File: config.mk
export PLATFORM = sky130hd
export DESIGN_NAME = page_frame_replacement_clock_nru
export DESIGN_NICKNAME = d
export VERILOG_FILES = /design/src/rtl/core/pfr_pkg.sv /design/src/rtl/core/pfr_ram.sv /design/src/rtl/core/pfr_ctrl.sv /design/src/rtl/core/pfr_dpath.sv /design/src/rtl/core/page_frame_replacement_clock_nru.sv
export SDC_FILE = /design/constraint.sdc
export NUM_CORES = 2
export LEC_CHECK = 0
export ABC_AREA = 1
export BUFFER_PORTS_ARGS = -buffer_cell sky130_fd_sc_hd__buf_2
export CORE_MARGIN = 3
export CORE_UTILIZATION = 45
export CTS_CLUSTER_SIZE = 25
export DETAILED_ROUTE_END_ITERATION = 6
export GPL_TIMING_DRIVEN = 1
export PLACE_DENSITY = 0.56
export SYNTH_ARGS = -nofsm -noshare
export SYNTH_HDL_FRONTEND = slang
export SYNTH_SLANG_ARGS = --single-unit
File: constraint.sdc
create_clock -name clk -period 10.8 [get_ports clk]
set_clock_uncertainty 0.15 [all_clocks]
set_input_delay 0.54 -clock clk [delete_from_list [all_inputs] [get_ports clk]]
set_output_delay 0.54 -clock clk [all_outputs]
set_load 0.02 [all_outputs]
File: src/rtl/core/pfr_pkg.sv
// Shared types and constants of the page frame replacement unit.
`timescale 1ns / 1ps
package pfr_pkg;

  localparam int CFG_IDX_W  = 2;
  localparam int CFG_DATA_W = 16;
  localparam int FRAMES_W   = 7;
  localparam int PERIOD_W   = 16;
  localparam int NCMP_W     = 9;

  localparam logic [CFG_IDX_W-1:0] REG_MODE   = 2'd0;
  localparam logic [CFG_IDX_W-1:0] REG_FRAMES = 2'd1;
  localparam logic [CFG_IDX_W-1:0] REG_PERIOD = 2'd2;

  localparam logic MODE_CLOCK = 1'b0;
  localparam logic MODE_NRU   = 1'b1;

  localparam logic [FRAMES_W-1:0] FRAMES_RESET = 7'd64;
  localparam logic [PERIOD_W-1:0] PERIOD_RESET = 16'd64;
  localparam logic [PERIOD_W-1:0] COUNT_MAX    = 16'hFFFF;

  typedef struct packed {
    logic load;
    logic look;
    logic pick;
    logic commit;
  } pfr_cmd_t;

  typedef struct packed {
    logic out_free;
  } pfr_stat_t;

endpackage

File: src/rtl/core/pfr_ram.sv
// Generic single-port RAM with registered read.
`timescale 1ns / 1ps
module pfr_ram #(
  parameter int WIDTH = 20,
  parameter int DEPTH = 64,
  localparam int AW = (DEPTH > 1) ? $clog2(DEPTH) : 1
) (
  input  logic             clk,
  input  logic             we,
  input  logic             re,
  input  logic [AW-1:0]    addr,
  input  logic [WIDTH-1:0] wdata,
  output logic [WIDTH-1:0] rdata
);

  logic [WIDTH-1:0] mem [DEPTH];

  always_ff @(posedge clk) begin
    if (we) begin
      mem[addr] <= wdata;
    end
    if (re) begin
      rdata <= mem[addr];
    end
  end

endmodule

File: src/rtl/core/pfr_ctrl.sv
// Sequencer of the replacement unit: accept, lookup, victim pick, commit.
`timescale 1ns / 1ps
module pfr_ctrl import pfr_pkg::*; (
  input  logic      clk,
  input  logic      rst_n,
  input  logic      in_valid,
  output logic      in_ready,
  input  pfr_stat_t stat,
  output pfr_cmd_t  cmd
);

  typedef enum logic [1:0] {S_IDLE, S_LOOK, S_PICK, S_COMMIT} state_t;

  state_t state_r;

  assign in_ready   = (state_r == S_IDLE);
  assign cmd.load   = (state_r == S_IDLE) && in_valid;
  assign cmd.look   = (state_r == S_LOOK);
  assign cmd.pick   = (state_r == S_PICK);
  assign cmd.commit = (state_r == S_COMMIT) && stat.out_free;

  always_ff @(posedge clk) begin
    if (!rst_n) begin
      state_r <= S_IDLE;
    end else begin
      unique case (state_r)
        S_IDLE:   if (in_valid) state_r <= S_LOOK;
        S_LOOK:   state_r <= S_PICK;
        S_PICK:   state_r <= S_COMMIT;
        S_COMMIT: if (stat.out_free) state_r <= S_IDLE;
        default:  state_r <= S_IDLE;
      endcase
    end
  end

endmodule

File: src/rtl/core/pfr_dpath.sv
// Frame table, tag match, clock and NRU victim selection, result register.
`timescale 1ns / 1ps
module pfr_dpath import pfr_pkg::*; #(
  parameter int MAX_FRAMES = 64,
  parameter int PAGE_BITS  = 20,
  localparam int FW = (MAX_FRAMES > 1) ? $clog2(MAX_FRAMES) : 1
) (
  input  logic                  clk,
  input  logic                  rst_n,
  input  pfr_cmd_t              cmd,
  output pfr_stat_t             stat,
  input  logic                  cfg_we,
  input  logic [CFG_IDX_W-1:0]  cfg_index,
  input  logic [CFG_DATA_W-1:0] cfg_wdata,
  input  logic [PAGE_BITS-1:0]  in_page_number,
  input  logic                  in_is_write,
  output logic                  out_valid,
  input  logic                  out_ready,
  output logic                  out_hit,
  output logic [FW-1:0]         out_frame_used,
  output logic                  out_evicted_valid,
  output logic [PAGE_BITS-1:0]  out_evicted_page,
  output logic                  out_writeback
);

  logic                 mode_r;
  logic [FRAMES_W-1:0]  frames_r;
  logic [PERIOD_W-1:0]  period_r;

  logic [PAGE_BITS-1:0] page_r;
  logic                 wr_r;
  logic                 hit_r;
  logic [FW-1:0]        hidx_r;
  logic [FW-1:0]        victim_r;
  logic [FW-1:0]        hand_r;
  logic [PERIOD_W-1:0]  cnt_r;

  logic [MAX_FRAMES-1:0] valid_r, ref_r, dirty_r;
  logic [PAGE_BITS-1:0]  tag_r [MAX_FRAMES];

  logic                  out_valid_r, out_hit_r, out_ev_r, out_wb_r;
  logic [FW-1:0]         out_frame_r;
  logic [PAGE_BITS-1:0]  out_page_r;

  logic [NCMP_W-1:0]     n;
  logic [MAX_FRAMES-1:0] active, hitvec, cand, upper, clr_mask;
  logic [MAX_FRAMES-1:0] inv, c0, c1, c2;
  logic [FW-1:0]         hit_idx, h_start, f_up, f_any, clk_victim, nru_victim, vsel;
  logic [FW-1:0]         hand_nxt, ram_addr;
  logic                  refresh;
  logic [PAGE_BITS-1:0]  ram_rdata;

  function automatic logic [FW-1:0] first_set(input logic [MAX_FRAMES-1:0] v);
    logic [FW-1:0] idx;
    idx = '0;
    for (int i = MAX_FRAMES - 1; i >= 0; i--) begin
      if (v[i]) idx = FW'(i);
    end
    return idx;
  endfunction

  always_comb begin
    if (frames_r == '0) begin
      n = NCMP_W'(1);
    end else if (NCMP_W'(frames_r) > NCMP_W'(MAX_FRAMES)) begin
      n = NCMP_W'(MAX_FRAMES);
    end else begin
      n = NCMP_W'(frames_r);
    end
  end

  always_comb begin
    h_start = (NCMP_W'(hand_r) >= n) ? '0 : hand_r;
    for (int i = 0; i < MAX_FRAMES; i++) begin
      active[i] = NCMP_W'(i) < n;
      hitvec[i] = active[i] && valid_r[i] && (tag_r[i] == page_r);
      cand[i]   = active[i] && (!valid_r[i] || !ref_r[i]);
      upper[i]  = cand[i] && (FW'(i) >= h_start);
      inv[i]    = active[i] && !valid_r[i];
      c0[i]     = active[i] && !ref_r[i] && !dirty_r[i];
      c1[i]     = active[i] && !ref_r[i];
      c2[i]     = active[i] && !dirty_r[i];
    end
    hit_idx = first_set(hitvec);
    f_up    = first_set(upper);
    f_any   = first_set(cand);

    // No candidate: the hand sweeps once, clears every active reference bit and picks the frame where it began.
    if (|upper) begin
      clk_victim = f_up;
    end else if (|cand) begin
      clk_victim = f_any;
    end else begin
      clk_victim = h_start;
    end
    for (int i = 0; i < MAX_FRAMES; i++) begin
      if (!(|cand)) begin
        clr_mask[i] = active[i];
      end else if (clk_victim >= h_start) begin
        clr_mask[i] = (FW'(i) >= h_start) && (FW'(i) < clk_victim);
      end else begin
        clr_mask[i] = active[i] && ((FW'(i) >= h_start) || (FW'(i) < clk_victim));
      end
    end
    hand_nxt = ((NCMP_W'(clk_victim) + NCMP_W'(1)) >= n) ? '0 : (clk_victim + FW'(1));

    priority if (|inv) begin
      nru_victim = first_set(inv);
    end else if (|c0) begin
      nru_victim = first_set(c0);
    end else if (|c1) begin
      nru_victim = first_set(c1);
    end else if (|c2) begin
      nru_victim = first_set(c2);
    end else begin
      nru_victim = FW'(n - NCMP_W'(1));
    end

    vsel     = (mode_r == MODE_NRU) ? nru_victim : clk_victim;
    refresh  = (mode_r == MODE_NRU) && (cnt_r >= period_r);
    ram_addr = cmd.pick ? vsel : victim_r;
  end

  pfr_ram #(.WIDTH(PAGE_BITS), .DEPTH(MAX_FRAMES)) u_tag_ram (
    .clk   (clk),
    .we    (cmd.commit && !hit_r),
    .re    (cmd.pick && !hit_r),
    .addr  (ram_addr),
    .wdata (page_r),
    .rdata (ram_rdata)
  );

  always_ff @(posedge clk) begin
    if (!rst_n) begin
      mode_r      <= MODE_CLOCK;
      frames_r    <= FRAMES_RESET;
      period_r    <= PERIOD_RESET;
      valid_r     <= '0;
      ref_r       <= '0;
      dirty_r     <= '0;
      hand_r      <= '0;
      cnt_r       <= '0;
      out_valid_r <= 1'b0;
    end else begin
      if (cfg_we) begin
        unique case (cfg_index)
          REG_MODE:   mode_r   <= cfg_wdata[0];
          REG_FRAMES: frames_r <= cfg_wdata[FRAMES_W-1:0];
          REG_PERIOD: period_r <= cfg_wdata[PERIOD_W-1:0];
          default:    ;
        endcase
      end
      if (cmd.look && refresh) begin
        ref_r <= '0;
        cnt_r <= '0;
      end
      if (cmd.pick && !hit_r && (mode_r == MODE_CLOCK)) begin
        ref_r  <= ref_r & ~clr_mask;
        hand_r <= hand_nxt;
      end
      if (cmd.commit) begin
        if (hit_r) begin
          ref_r[hidx_r] <= 1'b1;
          if (wr_r) dirty_r[hidx_r] <= 1'b1;
        end else begin
          valid_r[victim_r] <= 1'b1;
          ref_r[victim_r]   <= 1'b1;
          dirty_r[victim_r] <= wr_r;
        end
        if (cnt_r != COUNT_MAX) cnt_r <= cnt_r + PERIOD_W'(1);
        out_valid_r <= 1'b1;
      end else if (out_ready) begin
        out_valid_r <= 1'b0;
      end
    end
  end

  always_ff @(posedge clk) begin
    if (cmd.load) begin
      page_r <= in_page_number;
      wr_r   <= in_is_write;
    end
    if (cmd.look) begin
      hit_r  <= |hitvec;
      hidx_r <= hit_idx;
    end
    if (cmd.pick) begin
      victim_r <= vsel;
    end
    if (cmd.commit) begin
      if (!hit_r) tag_r[victim_r] <= page_r;
      out_hit_r   <= hit_r;
      out_frame_r <= hit_r ? hidx_r : victim_r;
      out_ev_r    <= !hit_r && valid_r[victim_r];
      out_page_r  <= (!hit_r && valid_r[victim_r]) ? ram_rdata : '0;
      out_wb_r    <= !hit_r && valid_r[victim_r] && dirty_r[victim_r];
    end
  end

  assign stat.out_free     = !out_valid_r || out_ready;
  assign out_valid         = out_valid_r;
  assign out_hit           = out_hit_r;
  assign out_frame_used    = out_frame_r;
  assign out_evicted_valid = out_ev_r;
  assign out_evicted_page  = out_page_r;
  assign out_writeback     = out_wb_r;

  a_miss_fills: assert property (@(posedge clk) disable iff (!rst_n)
    cmd.commit && !hit_r |=> valid_r[victim_r] && ref_r[victim_r])
    else $error("victim frame not filled after miss");
  a_hit_no_evict: assert property (@(posedge clk) disable iff (!rst_n)
    out_valid_r |-> !(out_hit_r && out_ev_r))
    else $error("hit reported an eviction");
  a_wb_needs_evict: assert property (@(posedge clk) disable iff (!rst_n)
    out_valid_r && out_wb_r |-> out_ev_r)
    else $error("writeback without eviction");
  a_hit_sets_ref: assert property (@(posedge clk) disable iff (!rst_n)
    cmd.commit && hit_r |=> ref_r[hidx_r])
    else $error("hit frame not referenced");

endmodule

File: src/rtl/core/page_frame_replacement_clock_nru.sv
// Top level of the page frame replacement unit.
`timescale 1ns / 1ps
// Takes one access word (page number, write flag) and returns one result word:
// hit, frame used, and the evicted page with its writeback flag on a miss.
// Victims come from the clock hand (mode 0) or from NRU classes (mode 1),
// where all referenced bits are cleared every refresh_period accesses.
// Each access passes through accept, tag lookup across all frames, victim
// pick and table update, the update waiting while out_ready holds the result register;
// a new word is taken as soon as the sequencer is back in idle.
module page_frame_replacement_clock_nru import pfr_pkg::*; #(
  parameter int MAX_FRAMES = 64,
  parameter int PAGE_BITS  = 20,
  localparam int FW = (MAX_FRAMES > 1) ? $clog2(MAX_FRAMES) : 1
) (
  input  logic                  clk,
  input  logic                  rst_n,
  input  logic                  cfg_we,
  input  logic [CFG_IDX_W-1:0]  cfg_index,
  input  logic [CFG_DATA_W-1:0] cfg_wdata,
  input  logic                  in_valid,
  output logic                  in_ready,
  input  logic [PAGE_BITS-1:0]  in_page_number,
  input  logic                  in_is_write,
  output logic                  out_valid,
  input  logic                  out_ready,
  output logic                  out_hit,
  output logic [FW-1:0]         out_frame_used,
  output logic                  out_evicted_valid,
  output logic [PAGE_BITS-1:0]  out_evicted_page,
  output logic                  out_writeback
);

  pfr_cmd_t  cmd;
  pfr_stat_t stat;

  pfr_ctrl u_ctrl (
    .clk      (clk),
    .rst_n    (rst_n),
    .in_valid (in_valid),
    .in_ready (in_ready),
    .stat     (stat),
    .cmd      (cmd)
  );

  pfr_dpath #(.MAX_FRAMES(MAX_FRAMES), .PAGE_BITS(PAGE_BITS)) u_dpath (
    .clk               (clk),
    .rst_n             (rst_n),
    .cmd               (cmd),
    .stat              (stat),
    .cfg_we            (cfg_we),
    .cfg_index         (cfg_index),
    .cfg_wdata         (cfg_wdata),
    .in_page_number    (in_page_number),
    .in_is_write       (in_is_write),
    .out_valid         (out_valid),
    .out_ready         (out_ready),
    .out_hit           (out_hit),
    .out_frame_used    (out_frame_used),
    .out_evicted_valid (out_evicted_valid),
    .out_evicted_page  (out_evicted_page),
    .out_writeback     (out_writeback)
  );

endmodule

=== After elaboration in Yosys (flattened, before gate mapping) ===
Memory sizes are Yosys's and may differ from the RTL's. A register that Yosys moved wholly into a read port is not among the register bits.
Cells that the tools add are included.
W data, S select, Z words.

* Flip-flop bits (word level): 304
* Latch bits: 0
* Bits in writable memories: 2560
* ROM bits: 0
* Input port bits: 44
* Output and inout port bits: 31
* Word-level logic and storage cells: 1926
* Memories: 2

{| class="wikitable"
|+ Memories
! name !! depth !! width !! read ports !! clocked after memory_dff !! wr ports !! line !! source
|-
| u_dpath.tag_r || 64 || 20 || 64 || 0 || 1 || pfr_dpath.sv:39 || <nowiki>logic [PAGE_BITS-1:0] tag_r [MAX_FRAMES];</nowiki>
|-
| u_dpath.u_tag_ram.mem || 64 || 20 || 1 || 1 || 1 || pfr_ram.sv:16 || <nowiki>logic [WIDTH-1:0] mem [DEPTH];</nowiki>
|}

* Add/subtract/negate cells: 4
* Multipliers: 0
* Divide/modulo/power cells: 0
* Magnitude comparators: 201
* Equality and inequality tests: 73
* Shift-type cells: 0
* Multiplexer cells: 617
* Bitwise logic cells: 8
* Reduce and logical (&&, ||, !) cells: 996

{| class="wikitable"
|+ Operator list
! operator !! number
|-
| $mux W6 || 427
|-
| $eq A20 B20 Y1 || 64
|-
| $logic_and A1 B1 Y1 || 651
|-
| $mux W64 || 7
|-
| $reduce_or A64 Y1 || 7
|-
| $or A64 B64 Y64 || 4
|-
| $lt A6 B7 Y1 const A || 32
|-
| $logic_not A1 Y1 || 194
|-
| $ge A6 B6 Y1 const A || 32
|-
| $lt A6 B6 Y1 const A || 32
|-
| $mux W1 || 140
|-
| $logic_or A1 B1 Y1 || 129
|-
| $lt A5 B7 Y1 const A || 16
|-
| $ge A5 B6 Y1 const A || 16
|-
| $lt A5 B6 Y1 const A || 16
|-
| $mux W5 || 16
|-
| $and A64 B64 Y64 || 1
|-
| $bwmux W64 || 1
|-
| $not A64 Y64 || 1
|-
| $lt A4 B7 Y1 const A || 8
|-
| $ge A4 B6 Y1 const A || 8
|-
| $lt A4 B6 Y1 const A || 8
|-
| $mux W16 || 3
|-
| $mux W4 || 8
|-
| other kinds (41) || 78
|}

=== Longest topological paths before layout ===
* Word-level depth: 84
* Depth in mapped cells: 96
* Mapped depth without buffers: 96

=== Hierarchy ===
Synthesis repeated with hierarchy kept, for this count alone.

* Cell total of the unflattened synthesis: 13467
* Area, all modules: 133250.3 µm²

{| class="wikitable"
|+ By module, submodules not included
! module !! times used !! cells each !! area an instance (µm²) !! sequential area each (µm²)
|-
| pfr_dpath || 1 || 8132 || 78669.2 || 45053.2
|-
| pfr_ram || 1 || 5309 || 54402.2 || 39037.4
|-
| pfr_ctrl || 1 || 26 || 178.9 || 40.0
|}

=== Worst setup path before layout ===
No wires, ideal clock.

* Kind: register to register
* Start point: register u_dpath.frames_r[2]
* End point: memory u_dpath.u_tag_ram.mem[14][0], enable pin
* Library setup time: 397 ps
* Data arrival time: 6800 ps
* Data required time: 10253 ps
* Setup slack: 3453 ps
* Stages on the path, launching flop included: 89
* Path buffers: 2
* Period minus slack after synthesis: 7347 ps
* Path through: dfxtp_1 inv_2 nand2_1 nor3_1 nand2_1 nand2_1 inv_2 nor2_1 inv_1 ha_1 inv_2 nor2_1 a21oi_4 nand4_4 inv_2 nand2_2 nor2_4 nand2_1 (+53 left out) nand2_1 nand2_1 nand2_1 nand2_1 nand2_1 nand2_1 nand2_1 nand2_1 nand2_1 nand2_1 nand3_1 nand2_2 nand2_4 buf_2 buf_2 inv_2 nand2_1 nor2_1

* Word-level cells in the longest chain between the ends: 75
* Elaborated cells on any way between the ends: 917
* Those cells by class: add/sub (1); order compare (130); mux (395); reduce/logical (391)

{| class="wikitable"
|+ Ends and longest elaborated chain
! element !! line !! source
|-
| start: declaration || pfr_dpath.sv:27 || <nowiki>logic [FRAMES_W-1:0] frames_r;</nowiki>
|-
| start signal: assignment || pfr_dpath.sv:148 || <nowiki>REG_FRAMES: frames_r <= cfg_wdata[FRAMES_W-1:0];</nowiki>
|-
| $gt A7 B7 Y1 || pfr_dpath.sv:65 || <nowiki>end else if (NCMP_W'(frames_r) > NCMP_W'(MAX_FRAMES)) begin</nowiki>
|-
| $mux W7 || pfr_dpath.sv:65 ||
|-
| $mux W7 (*) || pfr_dpath.sv:63 || <nowiki>if (frames_r == '0) begin</nowiki>
|-
| branches (longest 70 deep; another with $ge A6 B7 Y1) || -- ||
|-
| $mux W6 (*) || pfr_dpath.sv:119 || <nowiki>vsel = (mode_r == MODE_NRU) ? nru_victim : clk_victim;</nowiki>
|-
| $mux W6 (*) || pfr_dpath.sv:121 || <nowiki>ram_addr = cmd.pick ? vsel : victim_r;</nowiki>
|-
| net u_dpath.ram_addr[0] || pfr_dpath.sv:49 || <nowiki>logic [FW-1:0] hand_nxt, ram_addr;</nowiki>
|-
| end: declaration || pfr_ram.sv:16 ||
|}

Mark *: on every way through the listed nets, which the timed path passes.

=== Worst setup path in the final report ===
* Start point: register u_dpath.frames_r[6]
* End point: register u_dpath.u_tag_ram.rdata[18] (read register of u_dpath.u_tag_ram.mem), data pin

* Word-level cells in the longest chain between the ends: 75
* Elaborated cells on any way between the ends: 917
* Those cells by class: add/sub (1); order compare (130); mux (395); reduce/logical (391)

{| class="wikitable"
|+ Ends and longest elaborated chain
! element !! line !! source
|-
| $gt A7 B7 Y1 || pfr_dpath.sv:65 ||
|-
| $mux W7 || pfr_dpath.sv:65 ||
|-
| $mux W7 (*) || pfr_dpath.sv:63 ||
|-
| branches (longest 70 deep; another with $ge A6 B7 Y1) || -- ||
|-
| $mux W6 (*) || pfr_dpath.sv:119 ||
|-
| $mux W6 (*) || pfr_dpath.sv:121 ||
|-
| net u_dpath.ram_addr[1] || pfr_dpath.sv:49 ||
|-
| end: declaration || pfr_ram.sv:13 || <nowiki>output logic [WIDTH-1:0] rdata</nowiki>
|}

Marks and branches as above.
A chain may end at the register's enable or synchronous reset.

==> summary.md <==
| Metric | Value |
|---|---|
| TritonCTS Buffers | `roughly 310` |
| Antenna violations before repair | `33` |
| WHS Endpoint | `u_dpath.period_r[1]` |
| Max layer used | `met5` |
| Longest Clk Path Bufs | `4` |
| Routed Antenna Nets | `0` |
| Power density over the cells | `233 mW/mm²` |
| Standard-cell row count | `roughly 200` |
| #FFs+latches synth | `about 2,900` |
| IO Count | `75` |
| Slew Limit Fails | `0` |
| Async SR Flop Fraction | `0%` |
| Tot GR Track Use | `around 36%` |
| RSZ-0062 raised after global routing | `false` |
| Static Leakage | `around 58 nW` |
| Worst skew pair latency | `~0.95 ns` |
| Peak supply drop | `194 µV` |
| Flop-to-flop setup slack | `0.87 ns` |
| Seq/Total Area, Yosys | `between 60% and 70%` |
| Mapped cell area | `about 0.13 mm²` |
| TritonCTS clock tree | `done` |
| Worst hold-check path type | `input pin to flip-flop` |
| CP max-delay cell | `o21ai_1` |
| Number of gates resized after CTS | `0` |
| Period Utilization, post-route | `91.9%` |
| Max-Cap Viols | `0` |
| Port Buf Inserts | `74` |
| Vias | `108,000` |
| # setup viols final | `0` |
| Width of the chip | `about 550 µm` |
| Met3 WL | `about 46,000 µm` |
| Reg2reg end | `u_dpath.u_tag_ram.rdata[18]` |
| Avg Inst Size Synth | `around 10 µm²` |
| CTS Sinks | `between 2,000 and 3,000` |
| First-pass GRT wire length | `about 770,000 µm` |
| Share of cells above drive strength 1 | `between 10% and 20%` |
| Net Count, Synth | `approximately 13,000` |
| Placed cells | `roughly 17,000` |
| Drt pass-1 iters | `7` |
| Final non-filler cell total | `17,700` |
| Critical path capture point type | `flip-flop` |
| Worst-Margin Slew | `about 1.3 ns` |
| Residual DRC | `0` |
| Slew HR | `10.2%` |
| Initial DRC count | `~14,000` |
| Worst Hold Depth | `4` |
| Final Hold Fails | `0` |
| Via density | `between 6 and 7` |
| Die height | `roughly 550 µm` |
| Global route overflow | `0` |
| Die area | `just over 0.3 mm²` |
| Crit-path max FO | `11` |
| Avg WL per Cell | `roughly 31 µm` |
| Count of different cell masters after synthesis | `67` |
| Final Util | `roughly 54%` |
| R2R Path Start | `u_dpath.frames_r[6]` |
| WS Path Type | `flip-flop to flip-flop` |
| Post-synth EDFFs | `about 2,600` |
| F_max | `0.101 GHz` |
| Post-CTS Setup Inserts | `0` |
| CTS Hold Bufs | `47` |
| Pin count of the biggest net entering global routing | `between 100 and 150` |
| Ys flop type | `edfxtp_1` |
| Setup TNS | `0 ns` |
| Min-delay src | `rst_n` |
| Fin crit period | `approximately 10 ns` |
| HPWL Detailed | `roughly 380,000 µm` |
| DR WL met2 | `about 250,000 µm` |
| Clk Tree Root Cell | `clkbuf_16` |
| Total wire length | `~550,000 µm` |
| H-tree depth | `5` |
| Total Power | `~36 mW` |
| Status | `complete, no violations` |
| Starting Density | `between 40% and 50%` |
| Placer Congestion | `1.03` |
| Critical Path Source Type | `flip-flop` |
| Vias in the first global route | `slightly above 100k` |
| Post-synthesis cell count | `around 13,000` |
| Synth-to-Final Area Change | `17.9%` |
| Core area | `0.292 mm²` |
| WP data arrival | `about 10 ns` |
| Nets | `13,600` |
| Most used cell, CP | `nand2_1` |
| Depth of the most critical reg-to-reg path | `55` |
| WP data required | `11.32 ns` |
| M1 WL | `~220,000 µm` |
| Slowest stage delay, CP | `about 0.76 ns` |
| Reg clk slew, reported paths | `0.06 ns` |
| Synth warn | `0` |
[per-stage QoR]
stage | area [µm²] | worst slack, ns | hold slack [ns]
global placement | 146000 | 0.767 | 0.300
floorplan | 133000 | 3.45 | 0.283
finish | 157000 | 0.871 | 0.0602
global route | 157000 | 0.257 | 0.0882
CTS | 157000 | 1.06 | 0.0498
detailed placement | 146000 | 1.06 | 0.308
[cell usage in the layout (no fill, tap or decap), types with 40 or more instances in the layout]
cell type	instances
buf_4	973
nor2_1	1107
a31oi_1	125
o21ai_0	632
nor4_1	150
buf_2	74
nand2_1	2600
a21oi_1	320
dlygate4sd3_1	47
xor2_1	315
clkbuf_16	318
clkinv_1	73
a211oi_1	84
buf_12	165
o2111ai_1	43
clkbuf_1	66
ha_1	45
nand3_1	870
xnor2_1	179
nor3_1	63
inv_1	745
nor2_2	134
a22o_1	88
or4_1	40
clkinv_2	62
edfxtp_1	2637
dfxtp_1	247
o22ai_1	261
a221oi_1	91
o211ai_1	59
nand4_1	740
[cells in the mapped netlist (125+ instances only)]
cell type,instances,area share (%)
edfxtp_1,2637,60
nand2_1,2606,7.4
nor2_1,1239,3.5
nand3_1,870,3.3
inv_1,763,2.2
nand4_1,740,3.5
o21ai_0,635,2.4
clkbuf_1,453,1.3
a21oi_1,323,1.2
xor2_1,315,2.1
o22ai_1,261,1.2
dfxtp_1,247,3.7
xnor2_1,179,1.2
nor4_1,151,0.71
a31oi_1,125,0.59
[layer usage]
metal  GRT usage, %  vias to the layer above
met5              0                        -
met4           18.4                       20
met3           5.44                     1050
met2           56.1                     5855
met1           47.8                    53700
li1               -                    47300
[report_power, final]
| group | total (mW) | switching, mW | internal (mW) |
|---|---|---|---|
| combinational | 12.7 | 8.87 | 3.79 |
| sequential | 13.1 | 0.208 | 12.9 |
| clock | 10.8 | 4.59 | 6.18 |
[logic make-up after synthesis]
| logic type | Yosys count | share of synthesized area, % |
|---|---|---|
| xor gates and xnor gates | 494 | 3.26 |
| buffers and inverters | 1544 | 4.70 |
| adders and majority gates | 45 | 0.424 |
| AOI/OAI and AO/OA | 1862 | 8.68 |
| DFF | 2884 | 63.4 |
| and+or+nand+nor | 5859 | 19.6 |
[sequential cells by signal (all words and copies together), names as in the netlist, 7 cells and up]
name and flops:
u_dpath.ref_r 64, u_dpath.u_tag_ram.rdata 20, u_dpath.tag_r 1280, u_dpath.page_r 20
u_dpath.u_tag_ram.mem 1280, u_dpath.out_evicted_page 20, u_dpath.cnt_r 16, u_dpath.valid_r 64
u_dpath.period_r 16, u_dpath.dirty_r 64, u_dpath.frames_r 7
[final cells by class]
| type | count | area (µm²) |
|---|---|---|
| timing repair buffer | 1259 | 11400 |
| inverter | 810 | 3080 |
| fill | 25700 | 136000 |
| multi-input combinational | 8260 | 42900 |
| tap | 3900 | 4880 |
| clock buffer | 387 | 8250 |
| clock inverter | 181 | 1880 |
| antenna | 10 | 25.0 |
| sequential | 2884 | 84100 |
[worst max-delay path: cells and delay by family (launching register included)]
kind	cells	cell delay [ns]
buffers and inverters	16	2.47
DFF	1	0.34
AOI/OAI and AO/OA	16	3.29
and+or+nand+nor	23	3.41
[how the worst max path moves through the flow]
stage,start,to,slack (ns),cells past startpoint
6_report,u_dpath.frames_r[6],u_dpath.u_tag_ram.rdata[18],0.87,55
5_1_grt,u_dpath.frames_r[1],u_dpath.u_tag_ram.rdata[18],0.26,89
4_1_cts,u_dpath.frames_r[1],u_dpath.u_tag_ram.rdata[18],1.06,88
3_5_place_dp,u_dpath.frames_r[1],u_dpath.u_tag_ram.rdata[18],1.06,88
3_3_place_gp,u_dpath.frames_r[1],u_dpath.u_tag_ram.rdata[18],0.77,87
2_1_floorplan,u_dpath.frames_r[2],u_dpath.u_tag_ram.mem[14][0],3.45,88
Note: power is estimated with default switching activity, not from simulation.
